--- config.mk ---
export PLATFORM = sky130hd
export DESIGN_NAME = adaptive_line_follow_steering_top_flat
export DESIGN_NICKNAME = d
export VERILOG_FILES = /design/src/rtl/core/alfs_pkg.sv /design/src/rtl/core/alfs_in_if.sv /design/src/rtl/core/alfs_out_if.sv /design/src/rtl/core/alfs_cfg.sv /design/src/rtl/core/alfs_smul.sv /design/src/rtl/core/adaptive_line_follow_steering_top.sv /design/src/flat_wrapper.sv
export SDC_FILE = /design/constraint.sdc
export NUM_CORES = 1
export LEC_CHECK = 0
export BUFFER_PORTS_ARGS = -buffer_cell sky130_fd_sc_hd__clkbuf_2
export CAP_MARGIN = 20
export CORE_MARGIN = 3
export CORE_UTILIZATION = 40
export CTS_CLUSTER_DIAMETER = 30
export DETAILED_ROUTE_END_ITERATION = 7
export GPL_ROUTABILITY_DRIVEN = 0
export GPL_TIMING_DRIVEN = 0
export SYNTH_ARGS = -nofsm -noshare
export SYNTH_HDL_FRONTEND = slang
export SYNTH_SLANG_ARGS = --single-unit
--- constraint.sdc ---
create_clock -name i_clk -period 6.6 [get_ports i_clk]
set_input_delay 1.98 -clock i_clk [delete_from_list [all_inputs] [get_ports i_clk]]
set_output_delay 1.98 -clock i_clk [all_outputs]
set_load 0.005 [all_outputs]
--- src/rtl/core/alfs_pkg.sv ---
// ----------------------------------------------------------------------------
// alfs_pkg
// Shared types and constants for the adaptive line-follow steering block.
// ----------------------------------------------------------------------------
`default_nettype none

package alfs_pkg;

    localparam int unsigned POS_W   = 16;   // Q3.12 position
    localparam int unsigned SPD_W   = 16;   // Q8.8 speed / gain
    localparam int unsigned WT_W    = 13;   // Q1.12 weights
    localparam int unsigned THR_W   = 15;   // Q3.12 magnitudes
    localparam int unsigned OUT_W   = 18;   // Q10.8 wheel speed
    localparam int unsigned CIDX_W  = 3;
    localparam int unsigned CDAT_W  = 16;

    // serial multiplier geometry: radix-4, multiplier consumed two bits a cycle
    localparam int unsigned MCAND_W = 17;
    localparam int unsigned MPLR_W  = 16;
    localparam int unsigned PROD_W  = 36;

    localparam logic [WT_W-1:0] ONE_Q12 = 13'd4096;

    localparam logic signed [OUT_W-1:0] OUT_MAX = 18'sd131071;
    localparam logic signed [OUT_W-1:0] OUT_MIN = -18'sd131072;

    typedef enum logic [CIDX_W-1:0] {
        REG_BASE_SPEED   = 3'd0,
        REG_STEER_GAIN   = 3'd1,
        REG_ALPHA_SLOW   = 3'd2,
        REG_ALPHA_FAST   = 3'd3,
        REG_CORNER_THR   = 3'd4,
        REG_DEAD_ZONE    = 3'd5,
        REG_CORNER_RATIO = 3'd6
    } t_reg_idx;

    typedef struct packed {
        logic signed [SPD_W-1:0] base_speed;
        logic signed [SPD_W-1:0] steer_gain;
        logic [WT_W-1:0]         alpha_slow;
        logic [WT_W-1:0]         alpha_fast;
        logic [THR_W-1:0]        corner_threshold;
        logic [THR_W-1:0]        dead_zone;
        logic [WT_W-1:0]         corner_scale;
    } t_cfg;

    typedef struct packed {
        logic                      start;
        logic signed [MCAND_W-1:0] mcand;
        logic [MPLR_W-1:0]         mplr;
    } t_mul_req;

    typedef struct packed {
        logic                     done;
        logic signed [PROD_W-1:0] prod;
    } t_mul_rsp;

    // weights above 1.0 are used as 1.0
    function automatic logic [WT_W-1:0] clamp_q12(input logic [WT_W-1:0] w);
        return (w > ONE_Q12) ? ONE_Q12 : w;
    endfunction

endpackage

`default_nettype wire

--- src/rtl/core/alfs_in_if.sv ---
// ----------------------------------------------------------------------------
// alfs_in_if
// Line-position sample channel: valid/ready with one signed Q3.12 field.
// ----------------------------------------------------------------------------
`default_nettype none

interface alfs_in_if;
    logic               valid;
    logic               ready;
    logic signed [15:0] line_position;

    modport source (output valid, output line_position, input ready);
    modport sink   (input valid, input line_position, output ready);
endinterface

`default_nettype wire

--- src/rtl/core/alfs_out_if.sv ---
// ----------------------------------------------------------------------------
// alfs_out_if
// Wheel speed channel: valid/ready with left and right Q10.8 targets.
// ----------------------------------------------------------------------------
`default_nettype none

interface alfs_out_if;
    logic               valid;
    logic               ready;
    logic signed [17:0] left_speed;
    logic signed [17:0] right_speed;

    modport source (output valid, output left_speed, output right_speed, input ready);
    modport sink   (input valid, input left_speed, input right_speed, output ready);
endinterface

`default_nettype wire

--- src/rtl/core/alfs_cfg.sv ---
// ----------------------------------------------------------------------------
// alfs_cfg
// Configuration register file: index decode, truncation and reset values.
// ----------------------------------------------------------------------------
`default_nettype none

module alfs_cfg
    import alfs_pkg::*;
(
    input  wire                 i_clk,
    input  wire                 i_rst_n,
    input  wire                 i_cfg_we,
    input  wire  [CIDX_W-1:0]   i_cfg_idx,
    input  wire  [CDAT_W-1:0]   i_cfg_data,
    output t_cfg                o_cfg
);

    t_cfg r_cfg;
    t_cfg n_cfg;

    always_comb begin
        n_cfg = r_cfg;
        if (i_cfg_we) begin
            case (t_reg_idx'(i_cfg_idx))
                REG_BASE_SPEED:   n_cfg.base_speed       = $signed(i_cfg_data);
                REG_STEER_GAIN:   n_cfg.steer_gain       = $signed(i_cfg_data);
                REG_ALPHA_SLOW:   n_cfg.alpha_slow       = i_cfg_data[WT_W-1:0];
                REG_ALPHA_FAST:   n_cfg.alpha_fast       = i_cfg_data[WT_W-1:0];
                REG_CORNER_THR:   n_cfg.corner_threshold = i_cfg_data[THR_W-1:0];
                REG_DEAD_ZONE:    n_cfg.dead_zone        = i_cfg_data[THR_W-1:0];
                REG_CORNER_RATIO: n_cfg.corner_scale     = i_cfg_data[WT_W-1:0];
                default:          n_cfg = r_cfg;   // unknown index: ignored
            endcase
        end
    end

    always_ff @(posedge i_clk) begin
        if (!i_rst_n) begin
            r_cfg.base_speed       <= '0;
            r_cfg.steer_gain       <= '0;
            r_cfg.alpha_slow       <= 13'd1229;
            r_cfg.alpha_fast       <= 13'd2867;
            r_cfg.corner_threshold <= 15'd3277;
            r_cfg.dead_zone        <= 15'd1638;
            r_cfg.corner_scale     <= 13'd2253;
        end else begin
            r_cfg <= n_cfg;
        end
    end

    assign o_cfg = r_cfg;

endmodule

`default_nettype wire

--- src/rtl/core/alfs_smul.sv ---
// ----------------------------------------------------------------------------
// alfs_smul
// Radix-4 digit-serial multiplier: signed multiplicand times unsigned
// multiplier, two multiplier bits retired per cycle.
// ----------------------------------------------------------------------------
`default_nettype none

module alfs_smul
    import alfs_pkg::*;
(
    input  wire       i_clk,
    input  wire       i_rst_n,
    input  wire t_mul_req  i_req,
    output t_mul_rsp  o_rsp
);

    localparam int unsigned HI_W  = MCAND_W + 3;
    localparam int unsigned STEPS = MPLR_W / 2;
    localparam int unsigned CNT_W = $clog2(STEPS);

    logic                      r_busy;
    logic                      r_done;
    logic [CNT_W-1:0]          r_cnt;
    logic signed [MCAND_W-1:0] r_mcand;
    logic signed [HI_W-1:0]    r_hi;
    logic [MPLR_W-1:0]         r_lo;

    logic signed [HI_W-1:0]    m_ext;
    logic signed [HI_W-1:0]    pp;
    logic signed [HI_W-1:0]    sum;

    always_comb begin
        m_ext = HI_W'(r_mcand);
        pp    = (r_lo[0] ? m_ext : '0) + (r_lo[1] ? (m_ext <<< 1) : '0);
        sum   = r_hi + pp;
    end

    always_ff @(posedge i_clk) begin
        if (!i_rst_n) begin
            r_busy <= 1'b0;
            r_done <= 1'b0;
            r_cnt  <= '0;
        end else begin
            r_done <= 1'b0;
            if (i_req.start) begin
                r_busy <= 1'b1;
                r_cnt  <= '0;
            end else if (r_busy) begin
                r_cnt <= r_cnt + 1'b1;
                if (r_cnt == CNT_W'(STEPS - 1)) begin
                    r_busy <= 1'b0;
                    r_done <= 1'b1;
                end
            end
        end
    end

    always_ff @(posedge i_clk) begin
        if (i_req.start) begin
            r_mcand <= i_req.mcand;
            r_hi    <= '0;
            r_lo    <= i_req.mplr;
        end else if (r_busy) begin
            r_hi <= sum >>> 2;
            r_lo <= {sum[1:0], r_lo[MPLR_W-1:2]};
        end
    end

    assign o_rsp.done = r_done;
    assign o_rsp.prod = $signed({r_hi, r_lo});

endmodule

`default_nettype wire

--- src/rtl/core/adaptive_line_follow_steering_top.sv ---
// ----------------------------------------------------------------------------
// adaptive_line_follow_steering_top
// Adaptive EMA line-position filter with dead zone, corner slow-down and
// differential wheel speed output, built around one serial multiplier.
// ----------------------------------------------------------------------------
//  channel   dir  fields                           handshake
//  i_pos     in   line_position  s16 Q3.12         valid/ready
//  o_speed   out  left_speed, right_speed s18 Q10.8 valid/ready
//  cfg       in   i_cfg_idx, i_cfg_data            i_cfg_we, no wait
//
//  One request at a time: three products (filter, corner base, steering)
//  on the shared radix-4 multiplier, plus filter update and output load;
//  the next sample is accepted only after the output load.
//  Reset (sync, active low) clears the filter state and loads register defaults.
//  A result held by a stalled sink blocks only the output load, not the accept.
// ----------------------------------------------------------------------------
`default_nettype none

module adaptive_line_follow_steering_top
    import alfs_pkg::*;
(
    input  wire                i_clk,
    input  wire                i_rst_n,
    alfs_in_if.sink            i_pos,
    alfs_out_if.source         o_speed,
    input  wire                i_cfg_we,
    input  wire  [CIDX_W-1:0]  i_cfg_idx,
    input  wire  [CDAT_W-1:0]  i_cfg_data
);

    typedef enum logic [5:0] {
        ST_IDLE  = 6'b000001,
        ST_MUL_F = 6'b000010,
        ST_FILT  = 6'b000100,
        ST_MUL_B = 6'b001000,
        ST_MUL_D = 6'b010000,
        ST_OUT   = 6'b100000
    } t_state;

    t_cfg     cfg;
    t_mul_req mul_req;
    t_mul_rsp mul_rsp;

    t_state r_state;
    t_state n_state;

    logic signed [POS_W-1:0]   r_filt;
    logic                      r_corner;
    logic signed [MCAND_W-1:0] r_dmcand;
    logic [MPLR_W-1:0]         r_dmplr;
    logic signed [SPD_W:0]     r_eb;
    logic signed [19:0]        r_diff;
    logic                      r_ovalid;
    logic signed [OUT_W-1:0]   r_left;
    logic signed [OUT_W-1:0]   r_right;

    logic                      accept;
    logic                      out_load;
    logic signed [POS_W:0]     p_ext;
    logic [POS_W:0]            p_mag;
    logic [WT_W-1:0]           alpha;
    logic signed [MCAND_W-1:0] p_delta;

    logic signed [29:0]        filt_sum;
    logic signed [17:0]        filt_q;
    logic signed [POS_W-1:0]   filt_sat;

    logic signed [POS_W:0]     f_ext;
    logic [POS_W:0]            f_mag;
    logic                      f_dead;
    logic [MPLR_W-1:0]         pos_abs;

    logic signed [29:0]        eb_sum;
    logic signed [32:0]        diff_sum;
    logic signed [20:0]        left_raw;
    logic signed [20:0]        right_raw;

    alfs_cfg u_cfg (
        .i_clk      (i_clk),
        .i_rst_n    (i_rst_n),
        .i_cfg_we   (i_cfg_we),
        .i_cfg_idx  (i_cfg_idx),
        .i_cfg_data (i_cfg_data),
        .o_cfg      (cfg)
    );

    alfs_smul u_smul (
        .i_clk   (i_clk),
        .i_rst_n (i_rst_n),
        .i_req   (mul_req),
        .o_rsp   (mul_rsp)
    );

    assign i_pos.ready = (r_state == ST_IDLE);
    assign accept      = i_pos.valid && i_pos.ready;
    assign out_load    = (r_state == ST_OUT) && (!r_ovalid || o_speed.ready);

    // weight select on the raw sample
    always_comb begin
        p_ext   = (POS_W+1)'(i_pos.line_position);
        p_mag   = p_ext[POS_W] ? (POS_W+1)'(-p_ext) : p_ext;
        if (p_mag >= {2'b00, cfg.corner_threshold}) begin
            alpha = clamp_q12(cfg.alpha_fast);
        end else if (p_mag < {2'b00, cfg.dead_zone}) begin
            alpha = ONE_Q12;
        end else begin
            alpha = clamp_q12(cfg.alpha_slow);
        end
        // a*p + (1-a)*f == a*(p-f) + f
        p_delta = p_ext - (POS_W+1)'(r_filt);
    end

    // filter update: round half up, saturate to 16 bits
    always_comb begin
        filt_sum = mul_rsp.prod[29:0] + 30'($signed({r_filt, 12'b0})) + 30'sd2048;
        filt_q   = filt_sum[29:12];
        if (filt_q > 18'sd32767) begin
            filt_sat = 16'sh7FFF;
        end else if (filt_q < -18'sd32768) begin
            filt_sat = 16'sh8000;
        end else begin
            filt_sat = filt_q[POS_W-1:0];
        end
    end

    // dead zone and corner on the filtered value
    always_comb begin
        f_ext   = (POS_W+1)'(r_filt);
        f_mag   = f_ext[POS_W] ? (POS_W+1)'(-f_ext) : f_ext;
        f_dead  = f_mag < {2'b00, cfg.dead_zone};
        pos_abs = f_mag[MPLR_W-1:0];
    end

    always_comb begin
        eb_sum    = mul_rsp.prod[29:0] + 30'sd2048;
        diff_sum  = mul_rsp.prod[32:0] + 33'sd2048;
        left_raw  = 21'(r_eb) + 21'(r_diff);
        right_raw = 21'(r_eb) - 21'(r_diff);
    end

    always_comb begin
        mul_req = '0;
        case (r_state)
            ST_IDLE: begin
                mul_req.start = accept;
                mul_req.mcand = p_delta;
                mul_req.mplr  = MPLR_W'(alpha);
            end
            ST_FILT: begin
                mul_req.start = 1'b1;
                mul_req.mcand = MCAND_W'(cfg.base_speed);
                mul_req.mplr  = MPLR_W'(clamp_q12(cfg.corner_scale));
            end
            ST_MUL_B: begin
                mul_req.start = mul_rsp.done;
                mul_req.mcand = r_dmcand;
                mul_req.mplr  = r_dmplr;
            end
            default: mul_req = '0;
        endcase
    end

    always_comb begin
        n_state = r_state;
        case (r_state)
            ST_IDLE:  if (accept)       n_state = ST_MUL_F;
            ST_MUL_F: if (mul_rsp.done) n_state = ST_FILT;
            ST_FILT:                    n_state = ST_MUL_B;
            ST_MUL_B: if (mul_rsp.done) n_state = ST_MUL_D;
            ST_MUL_D: if (mul_rsp.done) n_state = ST_OUT;
            ST_OUT:   if (out_load)     n_state = ST_IDLE;
            default:                    n_state = ST_IDLE;
        endcase
    end

    always_ff @(posedge i_clk) begin
        if (!i_rst_n) begin
            r_state  <= ST_IDLE;
            r_filt   <= '0;
            r_ovalid <= 1'b0;
        end else begin
            r_state <= n_state;
            if ((r_state == ST_MUL_F) && mul_rsp.done) begin
                r_filt <= filt_sat;
            end
            if (out_load) begin
                r_ovalid <= 1'b1;
            end else if (o_speed.ready) begin
                r_ovalid <= 1'b0;
            end
        end
    end

    always_ff @(posedge i_clk) begin
        if (r_state == ST_FILT) begin
            r_corner <= f_mag >= {2'b00, cfg.corner_threshold};
            // sign folded into the multiplicand so the multiplier stays unsigned
            if (f_dead) begin
                r_dmcand <= '0;
                r_dmplr  <= '0;
            end else begin
                r_dmcand <= f_ext[POS_W] ? -MCAND_W'(cfg.steer_gain)
                                         :  MCAND_W'(cfg.steer_gain);
                r_dmplr  <= pos_abs;
            end
        end
        if ((r_state == ST_MUL_B) && mul_rsp.done) begin
            r_eb <= r_corner ? eb_sum[28:12] : (SPD_W+1)'(cfg.base_speed);
        end
        if ((r_state == ST_MUL_D) && mul_rsp.done) begin
            r_diff <= diff_sum[31:12];
        end
        if (out_load) begin
            r_left  <= (left_raw  > 21'(OUT_MAX)) ? OUT_MAX :
                       (left_raw  < 21'(OUT_MIN)) ? OUT_MIN : left_raw[OUT_W-1:0];
            r_right <= (right_raw > 21'(OUT_MAX)) ? OUT_MAX :
                       (right_raw < 21'(OUT_MIN)) ? OUT_MIN : right_raw[OUT_W-1:0];
        end
    end

    assign o_speed.valid       = r_ovalid;
    assign o_speed.left_speed  = r_left;
    assign o_speed.right_speed = r_right;

endmodule

`default_nettype wire

--- src/flat_wrapper.sv ---
// flat-port wrapper written by rule: the top's interface ports become plain ports
module adaptive_line_follow_steering_top_flat import alfs_pkg::*;
  (i_clk, i_rst_n, i_cfg_we, i_cfg_idx, i_cfg_data, i_pos_valid, i_pos_line_position, i_pos_ready, o_speed_valid, o_speed_left_speed, o_speed_right_speed, o_speed_ready);
  alfs_in_if i_pos_i ();
  alfs_out_if o_speed_i ();
  input  wire i_clk;
  input  wire i_rst_n;
  input  wire i_cfg_we;
  input  wire  [CIDX_W-1:0] i_cfg_idx;
  input  wire  [CDAT_W-1:0] i_cfg_data;
  input wire logic [$bits(i_pos_i.valid)-1:0] i_pos_valid;
  input wire logic [$bits(i_pos_i.line_position)-1:0] i_pos_line_position;
  output wire logic [$bits(i_pos_i.ready)-1:0] i_pos_ready;
  output wire logic [$bits(o_speed_i.valid)-1:0] o_speed_valid;
  output wire logic [$bits(o_speed_i.left_speed)-1:0] o_speed_left_speed;
  output wire logic [$bits(o_speed_i.right_speed)-1:0] o_speed_right_speed;
  input wire logic [$bits(o_speed_i.ready)-1:0] o_speed_ready;
  assign i_pos_i.valid = i_pos_valid;
  assign i_pos_i.line_position = i_pos_line_position;
  assign i_pos_ready = i_pos_i.ready;
  assign o_speed_valid = o_speed_i.valid;
  assign o_speed_left_speed = o_speed_i.left_speed;
  assign o_speed_right_speed = o_speed_i.right_speed;
  assign o_speed_i.ready = o_speed_ready;
  adaptive_line_follow_steering_top u_core (.i_clk(i_clk), .i_rst_n(i_rst_n), .i_pos(i_pos_i), .o_speed(o_speed_i), .i_cfg_we(i_cfg_we), .i_cfg_idx(i_cfg_idx), .i_cfg_data(i_cfg_data));
endmodule
Yosys cells after proc, flatten, opt, wreduce, memory -nomap -nowiden
Index checks and enable logic that the tools add are counted.
- register bits after elaboration: 287
- bits in latches: 0
- memory bits (writable): 0
- ROM bits: 0
- input bits: 40
- output and inout bits: 38
- memories: 0
- $add $sub $neg: 13
- multipliers: 0
- div/mod/pow operators: 0
- magnitude comparators: 13
- equal/unequal tests: 18
- shift-type cells: 0
- muxes and demuxes: 30
- bitwise operators: 2
- reduce and logical (&&, ||, !) cells: 20
- operator list (kind ; count):
    one-hot mux 34 bit (3 select lines) ; 1
    two-way mux 17 bit ; 4
    two-way mux 13 bit ; 5
    two-way mux 16 bit ; 4
    negator 16 -> 17 bit ; 3
    > comparator 21 x 18 -> 1 bit, second input constant ; 2
    less-than comparator 21 x 18 -> 1 bit, second input constant ; 2
    two-way mux 20 bit ; 2
    > comparator 13 bit, second input constant ; 3
    two-way mux 18 bit ; 2
    one-hot mux 6 bit (6 select lines) ; 1
    greater-or-equal comparator 17 x 15 -> 1 bit ; 2
    less-than comparator 17 x 15 -> 1 bit ; 2
    adder 32 x 12 -> 32 bit, second input constant ; 1
    adder 30 x 12 -> 30 bit, second input constant ; 1
    adder 30 bit ; 1
    two-way mux 6 bit ; 5
    adder 29 x 12 -> 29 bit, second input constant ; 1
    adder 17 x 20 -> 21 bit ; 1
    subtractor 17 x 20 -> 21 bit ; 1
    adder 18 x 20 -> 20 bit ; 1
    adder 20 bit ; 1
    > comparator 18 x 16 -> 1 bit, second input constant ; 1
    less-than comparator 18 x 16 -> 1 bit, second input constant ; 1
    other kinds (24) ; 48

Depth between registers and ports, before layout
Gate-level depths: netlist of the first run.
- word-level depth: 7
- depth in mapped cells: 19
- depth with buffers taken out: 18

By module
Synthesis of the first run repeated with hierarchy kept, for this count alone.
- cells, all modules: 2000
- area, all modules: 18980.7 µm²
- by module, submodules not included (module ; times used ; cells an instance ; area each (µm²) ; seq. area each (µm²)):
    adaptive_line_follow_steering_top ; 1 ; 1287 ; 11496.0 ; 3673.5
    alfs_cfg ; 1 ; 367 ; 3848.7 ; 2021.9
    alfs_smul ; 1 ; 346 ; 3636.0 ; 1451.4

Least setup slack after synthesis of the first run
Ideal clock, no wire load.
- path kind: input to register
- start point: in i_pos_line_position[10]
- end point: reg u_core.u_smul.r_lo[10] (data pin)
- setup time: 262 ps
- arrival time: 5122 ps
- slack: 1216 ps
- cell stages on the path: 15
- path through: or4_1 -> or4_1 -> nand2_1 -> xnor2_1 -> ha_1 -> a21o_1 -> a22o_1 -> a21oi_1 -> a2111oi_0 -> a21o_1 -> a211o_1 -> and3_1 -> buf_2 -> a221oi_1 -> nor2_1
- longest elaborated chain between the ends: 7
- elaborated cells on any way between the ends: 8
- classes of those cells: 1 x add/sub; 2 x order compare; 5 x mux
- ends and longest elaborated chain (element ; line ; source):
    start: declaration ; flat_wrapper.sv:12 ; input wire logic [$bits(i_pos_i.line_position)-1:0] i_pos_line_position;
    negator 16 -> 17 bit ; adaptive_line_follow_steering_top.sv:101 ; p_mag = p_ext[POS_W] ? (POS_W+1)'(-p_ext) : p_ext;
    two-way mux 17 bit * ; adaptive_line_follow_steering_top.sv:101 ;
    less-than comparator 17 x 15 -> 1 bit ; adaptive_line_follow_steering_top.sv:104 ; end else if (p_mag < {2'b00, cfg.dead_zone}) begin
    two-way mux 13 bit ; adaptive_line_follow_steering_top.sv:104 ;
    two-way mux 13 bit * ; adaptive_line_follow_steering_top.sv:102 ; if (p_mag >= {2'b00, cfg.corner_threshold}) begin
    one-hot mux 34 bit (3 select lines) * ; adaptive_line_follow_steering_top.sv:143 ; case (r_state)
    two-way mux 16 bit * ; alfs_smul.sv:59 ; if (i_req.start) begin
    end signal: assignment ; alfs_smul.sv:62 ; r_lo <= i_req.mplr;
    end signal: assignment ; alfs_smul.sv:65 ; r_lo <= {sum[1:0], r_lo[MPLR_W-1:2]};
    end: declaration ; alfs_smul.sv:26 ; logic [MPLR_W-1:0] r_lo;
Every way passes the cells marked *; elsewhere a longest branch is shown, timed or not.
A chain may end at the register's enable or synchronous reset.

Worst setup path in the final report of the first run
- start point: in i_pos_line_position[5]
- end point: reg u_core.u_smul.r_lo[11] (data pin)
The elaborated chain is that of the path after synthesis.

==> results of run 1 <==
==> state kept, by name (all words and copies together), names as in the netlist <==
register and flops:
u_core.o_speed.left_speed 18, u_core.o_speed.right_speed 18, u_core.o_speed.valid 1, u_core.r_corner 1
u_core.r_diff 20, u_core.r_dmcand 17, u_core.r_dmplr 16, u_core.r_eb 17
u_core.r_filt 16, u_core.r_state 6, u_core.u_cfg.o_cfg 101, u_core.u_smul.r_busy 1
u_core.u_smul.r_cnt 3, u_core.u_smul.r_done 1, u_core.u_smul.r_hi 18, u_core.u_smul.r_lo 16
u_core.u_smul.r_mcand 17
==> cell families after synthesis <==
| kind of cell | share of synthesized area (%) |
|---|---|
| DFF | 38.99 |
| AOI/OAI and AO/OA | 18.07 |
| muxes | 0.9965 |
| adders and majority gates | 13.05 |
| xor gates and xnor gates | 6.157 |
| and+or+nand+nor | 18.31 |
| buffers and inverters | 4.430 |
==> worst register-to-register path: stages (launching register included) <==
cell      delay, ns
dfxtp_1        0.40
or4_1          0.59
nor4_1         0.28
nand2_1        0.16
o31ai_1        0.29
xnor2_1        0.21
inv_1          0.14
ha_1           0.31
a21o_1         0.19
a211oi_1       0.24
o211ai_1       0.13
a41oi_1        0.58
buf_2          0.32
nor2_1         0.16
==> per-layer routing <==
| metal | vias to the layer above | GRT usage, % | part of all wire (%) |
|---|---|---|---|
| met3 | 138 | 4.275 | 5.9 |
| met5 | - | 0 | 0.024 |
| met4 | 2 | 12.94 | 5.6 |
| met1 | 7242 | 27.47 | 42 |
| met2 | 507 | 36.91 | 46 |
| li1 | 7522 | - | - |
==> worst max path at each step <==
| stage | endpoint | cells after the start |
|---|---|---|
| floorplan | u_core.u_smul.r_lo[10]$_DFFE_PP_ | 15 |
| global placement | u_core.u_smul.r_lo[11]$_DFFE_PP_ | 15 |
| global route | u_core.u_smul.r_lo[11]$_DFFE_PP_ | 15 |
| finish | u_core.u_smul.r_lo[11]$_DFFE_PP_ | 15 |
| detailed placement | u_core.u_smul.r_lo[11]$_DFFE_PP_ | 15 |
| CTS | u_core.u_smul.r_lo[11]$_DFFE_PP_ | 15 |
==> cells in the mapped netlist, types with 34 or more instances <==
master,instances
a21o_1,36
a21oi_1,153
and2_1,41
clkbuf_1,49
dfxtp_1,147
edfxtp_1,140
ha_1,156
inv_1,123
nand2_1,277
nand3_1,60
nor2_1,186
nor3_1,34
o21ai_0,97
xnor2_1,91
xor2_1,36
==> where the power goes <==
part | internal [mW] | leakage [nW] | switching (mW)
registers | 2.07 | 2.49 | 0.220
clock network | 2.14 | 1.07 | 1.05
logic | 0.705 | 5.31 | 0.988
total | 4.92 | 8.88 | 2.26
==> per-stage QoR <==
| stage | power, mW | cell area [um^2] | setup slack (ns) | instances |
|---|---|---|---|---|
| floorplan | 3.467 | 18330 | 1.216 | 2028 |
| global placement | 3.956 | 19450 | 0.1381 | 2696 |
| detailed placement | 3.993 | 19520 | 0.09401 | 2699 |
| CTS | 7.212 | 21750 | 0.6913 | 2821 |
| global route | 7.545 | 21760 | 0.4285 | 2822 |
| finish | 7.182 | 21760 | 0.5965 | 2822 |
==> cell type report <==
class                   instances  area (um^2)
well taps                     592        740.7
plain buffers                  76        344.1
flip-flops and latches        287         7147
fillers                      4233        22940
multi-input cells            1540        10380
inverters                     125        469.2
clock inverters                37        392.9
clock buffers                  85         1846
repair buffers                 80        440.4
==> impl_metrics.ini, run 1 <==
[outcome]
status = complete, no violations

[worst_setup_path]
critical_path.reg2reg.startpoint = u_core.r_filt[2]$_SDFFE_PN0P_
cp-startpoint = i_pos_line_position[5]
cp_arrival_ns = 6.32
r2r-end = u_core.r_dmplr[10]$_SDFFCE_PN0P_
path_cells = clkbuf_2, or3_1, or2_2, o31ai_1, xnor2_1, ha_1, a21o_1, a211oi_1, a2111oi_0, a21o_1, a211o_1, and3_1, buf_2, a221oi_1, nor2_1
crit_path_end_kind = flop
slowest_stage = a221oi_1
critical_path_class = in -> reg
timing.critical_path.max_delay_family = compound AO/OA/AOI/OAI gates
timing.critical_path.buf_inv = 2
worst_path_largest_cell_delay_ns = 0.60
timing.critical_path.fanout_max = 10
required_ns = 6.91
r2r_slack_ns = 2.31
sort_of_element_at_the_start_of_the_critical_path = primary input
rr_worst_depth = 13
cpMostUsedCell = a21o_1

[sta]
slew_viol_final = 0
finalHoldViolations = 0
fmaxAchievable_ghz = 0.1666
min_period_ns = 6.004
worst-slew-pin-transition_ns = 0.9696
report.final.setup_viol = 0
timing.clock.skew_ns = 0.02483
final.setup.tns_ns = 0
hold_ws_ns = 0.4545
grt_setup_unrepaired = false
slew_headroom_pct = 33.69
period_share_pct = 90.96

[power_and_ir_drop]
power_density_over_the_cells_nw_per_um2 = 330.0
leakagePower_nw = 8.875
power.ir.vdd_worst_mv = 0.3083

[layout]
area_delta_synth_final_pct = 18.70
most_used_cells_in_the_layout_excluding_fill_and_tap_cells = 277 x nand2_1, 186 x nor2_1, 156 x ha_1
layout-drive-gt1-share_pct = 11.12
fin_util_pct = 48.68
mostFrequentLayoutCell = nand2_1
diodes = 0
number_of_nets_at_the_end_of_the_flow = 2395

[floorplanning]
die-width_um = 220.1
design.die.area_um2 = 48430
std_cell_rows = 77
floorplan.initialDensity_pct = 41.01
core_region_area_um2 = 44700
top_level_ports = 78
die_y_um = 220.1

[drt]
wl_per_cell_um = 19.06
dr.pass1.iters = 6
detail_route.wirelength_um = 53780
drc_viols = 0
routed-via-count = 15410
vias_per_cell = 5.461
ant_nets = 0
initialDrtViolationCount = 1045

[synth]
synth_top_cells_by_area = edfxtp_1 23%, dfxtp_1 16%, ha_1 11%
ys_warns = 0
synth.ff_latch_count = 287
ys_dominant_reg_cell = dfxtp_1
synthesis.nets = 2246
synth_edf_count = 140
synth_largest_area_cell = edfxtp_1
synth.yosys.seq_area_share_pct = 38.99
synth_cells = 2028
synth-async-reset-ratio_pct = 0
syn_area_um2 = 18330
synth_area_per_cell_um2 = 9.039
yosys.cell_types.count = 90
share_of_the_synthesized_area_in_the_top_cell_type_pct = 22.93

[clock_network]
cts_setup_buffers = 0
clock-sinks = 287
htreeDepth = 3
clock_path_buffers = 3
postCtsHoldBufs = 0
ctsRootBufferMaster = clkbuf_16
cts_tree = built
clkLatencyLatePin_ns = 0.60
cts_resized = 0
cts_made_buffers = 67
clk_pin_slew_worst_paths_ns = 0.05

[global_routing]
number_of_antenna_violations_at_the_first_check_in_global_routing = 1
pin_count_of_the_biggest_net_entering_global_routing = 38
global_route.overflow_total = 0
grt_first_pass_wirelength_um = 83380
first_global_vias = 15110
gr-usage-all-layers_pct = 22.42

[min_path]
hold_start = u_core.u_cfg.o_cfg[36]$_SDFFE_PN0P_
worstHoldPathCells = 2
min_to = u_core.u_cfg.o_cfg[36]$_SDFFE_PN0P_
min_path_type = reg -> reg

[placement]
hpwl_um = 42290
placement.io_buffers = 76

[run]
cap_violations = 0
(Power assumes the default switching activity.)
==> run 2, diff against run 1 <==
--- a/config.mk
+++ b/config.mk
@@ -13,6 +13,7 @@
 export DETAILED_ROUTE_END_ITERATION = 7
 export GPL_ROUTABILITY_DRIVEN = 0
 export GPL_TIMING_DRIVEN = 0
+export REMOVE_ABC_BUFFERS = 1
 export SYNTH_ARGS = -nofsm -noshare
 export SYNTH_HDL_FRONTEND = slang
 export SYNTH_SLANG_ARGS = --single-unit
==> run 2 against run 1 <==
Effect of this change: hold slack worse by 0.0010 ns; sequential share of layout area down 0.56 points; first-iteration DRC count increased by 5.6%; setup slack improved by 0.43 ns; critical path type unchanged.
==> impl_metrics.ini, run 2 (synthesized netlist as in run 1, its figures left out) <==
[worst_setup_path]
sort_of_element_at_the_start_of_the_critical_path = primary input
worst_path_largest_cell_delay_ns = 0.56
required_ns = 7.05
rr_worst_depth = 8
critical_path.reg2reg.startpoint = u_core.r_state[1]$_SDFFE_PN0P_
timing.critical_path.buf_inv = 2
slowest_stage = or4_1
crit_path_end_kind = flop
timing.critical_path.fanout_max = 8
path_cells = clkbuf_2, or3_1, or4_1, nand2_1, xnor2_1, ha_1, a21o_1, a22o_1, a21oi_1, a2111oi_0, a21o_1, a211o_1, a211oi_1, buf_2, a221oi_1, nor2_1
critical_path_class = in -> reg
cp-startpoint = i_pos_line_position[2]
cp_arrival_ns = 6.03
cpMostUsedCell = a21o_1
timing.critical_path.max_delay_family = compound AO/OA/AOI/OAI gates
crit_cells = 16

[layout]
largest_reg_flops = 101
area_delta_synth_final_pct = 20.76
most_used_cells_in_the_layout_excluding_fill_and_tap_cells = 277 x nand2_1, 185 x nor2_1, 156 x ha_1
finalInstanceArea_um2 = 22140
fin_util_pct = 49.52
layout-drive-gt1-share_pct = 12.56
nFillCells = 4187
diodes = 0
mostFrequentLayoutCell = nand2_1
layoutNonFillerInstCount = 2774
number_of_nets_at_the_end_of_the_flow = 2340

[floorplanning]
std_cell_rows = 77
die-width_um = 220.1
design.die.area_um2 = 48430
die_y_um = 220.1
top_level_ports = 78
core_region_area_um2 = 44700
floorplan.initialDensity_pct = 41.01

[min_path]
worstHoldPathCells = 2
hold_start = u_core.u_cfg.o_cfg[33]$_SDFFE_PN0P_
min_path_type = reg -> reg

[clock_network]
ctsRootBufferMaster = clkbuf_16
cts_setup_buffers = 0
cts_tree = built
postCtsHoldBufs = 0
clk_pin_slew_worst_paths_ns = 0.05
clock_path_buffers = 3
htreeDepth = 3
clkLatencyLatePin_ns = 0.61
clock-sinks = 287
cts_resized = 0
cts_made_buffers = 73

[drt]
initialDrtViolationCount = 1104
wl_per_cell_um = 18.02
vias_per_cell = 5.436
routed-via-count = 15080
dr.pass1.iters = 5
drc_viols = 0
detail_route.wirelength_um = 49980
ant_nets = 0

[sta]
period_share_pct = 84.51
report.final.setup_viol = 0
postLayoutSetupSlackWorst_ns = 1.022
slew_headroom_pct = 32.35
timing.clock.skew_ns = 0.04597
finalHoldViolations = 0
slew_viol_final = 0
hold_ws_ns = 0.4534
min_period_ns = 5.578
worst-slew-pin-transition_ns = 1.015
fmaxAchievable_ghz = 0.1793
grt_setup_unrepaired = false

[power_and_ir_drop]
power.ir.vdd_worst_mv = 0.2215
leakagePower_nw = 9.039
power_density_over_the_cells_nw_per_um2 = 349.6

[placement]
dp_cells = 2639
placement.io_buffers = 77
place_area_um2 = 19440
hpwl_um = 37310
pre_cts_ws_ns = 0.5267

[run]
cap_violations = 0

[global_routing]
grt_first_pass_wirelength_um = 79430
number_of_antenna_violations_at_the_first_check_in_global_routing = 0
pin_count_of_the_biggest_net_entering_global_routing = 78
gr-usage-all-layers_pct = 20.93
global_route.overflow_total = 0
first_global_vias = 14920

[outcome]
status = complete, no violations
run 2: metal layers:
metal	routed length (um)	part of all wire (%)	GRT usage, %
met5	0	0	0
met2	23960	48	35.33
met4	2063	4.1	9.916
met1	21450	43	26.10
met3	2510	5.0	3.475
run 2: worst paths after layout:
path                                                             to  slack (ns)
worst max-delay path                u_core.u_smul.r_lo[7]$_DFFE_PP_        1.02
worst min-delay path            u_core.u_cfg.o_cfg[33]$_SDFFE_PN0P_        0.45
worst max register to register      u_core.u_smul.r_lo[4]$_DFFE_PP_        2.16
worst min register to register  u_core.u_cfg.o_cfg[33]$_SDFFE_PN0P_        0.45
run 2: layout make-up:
cell class / count / area, um^2 / share of cell area [%]
clock buffers: 78 / 1886 / 8.518
clock inverters: 57 / 812.0 / 3.668
inverters: 125 / 473.0 / 2.137
multi-input cells: 1540 / 10430 / 47.11
flip-flops and latches: 287 / 7147 / 32.29
well taps: 592 / 740.7 / 3.346
repair buffers: 95 / 649.4 / 2.934
run 2: report_power, final:
group	internal [mW]	total (mW)	switching [mW]
logic	0.701	1.62	0.924
registers	2.07	2.29	0.220
clock network	2.61	3.82	1.21
run 2: stage by stage:
| step | setup TNS, ns | total power [mW] |
|---|---|---|
| finish | 0 | 7.738 |
| global route | 0 | 8.128 |
| CTS | 0 | 7.789 |
| detailed placement | 0 | 3.932 |
| global placement | -226.63 | 3.870 |
| floorplan | -2.670 | 3.449 |
run 2: worst register-to-register path, delay by kind of cell, from the launching register on:
| kind | cells | cell delay, ns |
|---|---|---|
| buffers and inverters | 4 | 1.91 |
| AND/OR/NAND/NOR | 3 | 1.17 |
| AO/OA/AOI/OAI | 1 | 0.57 |
| flip-flops | 1 | 0.39 |
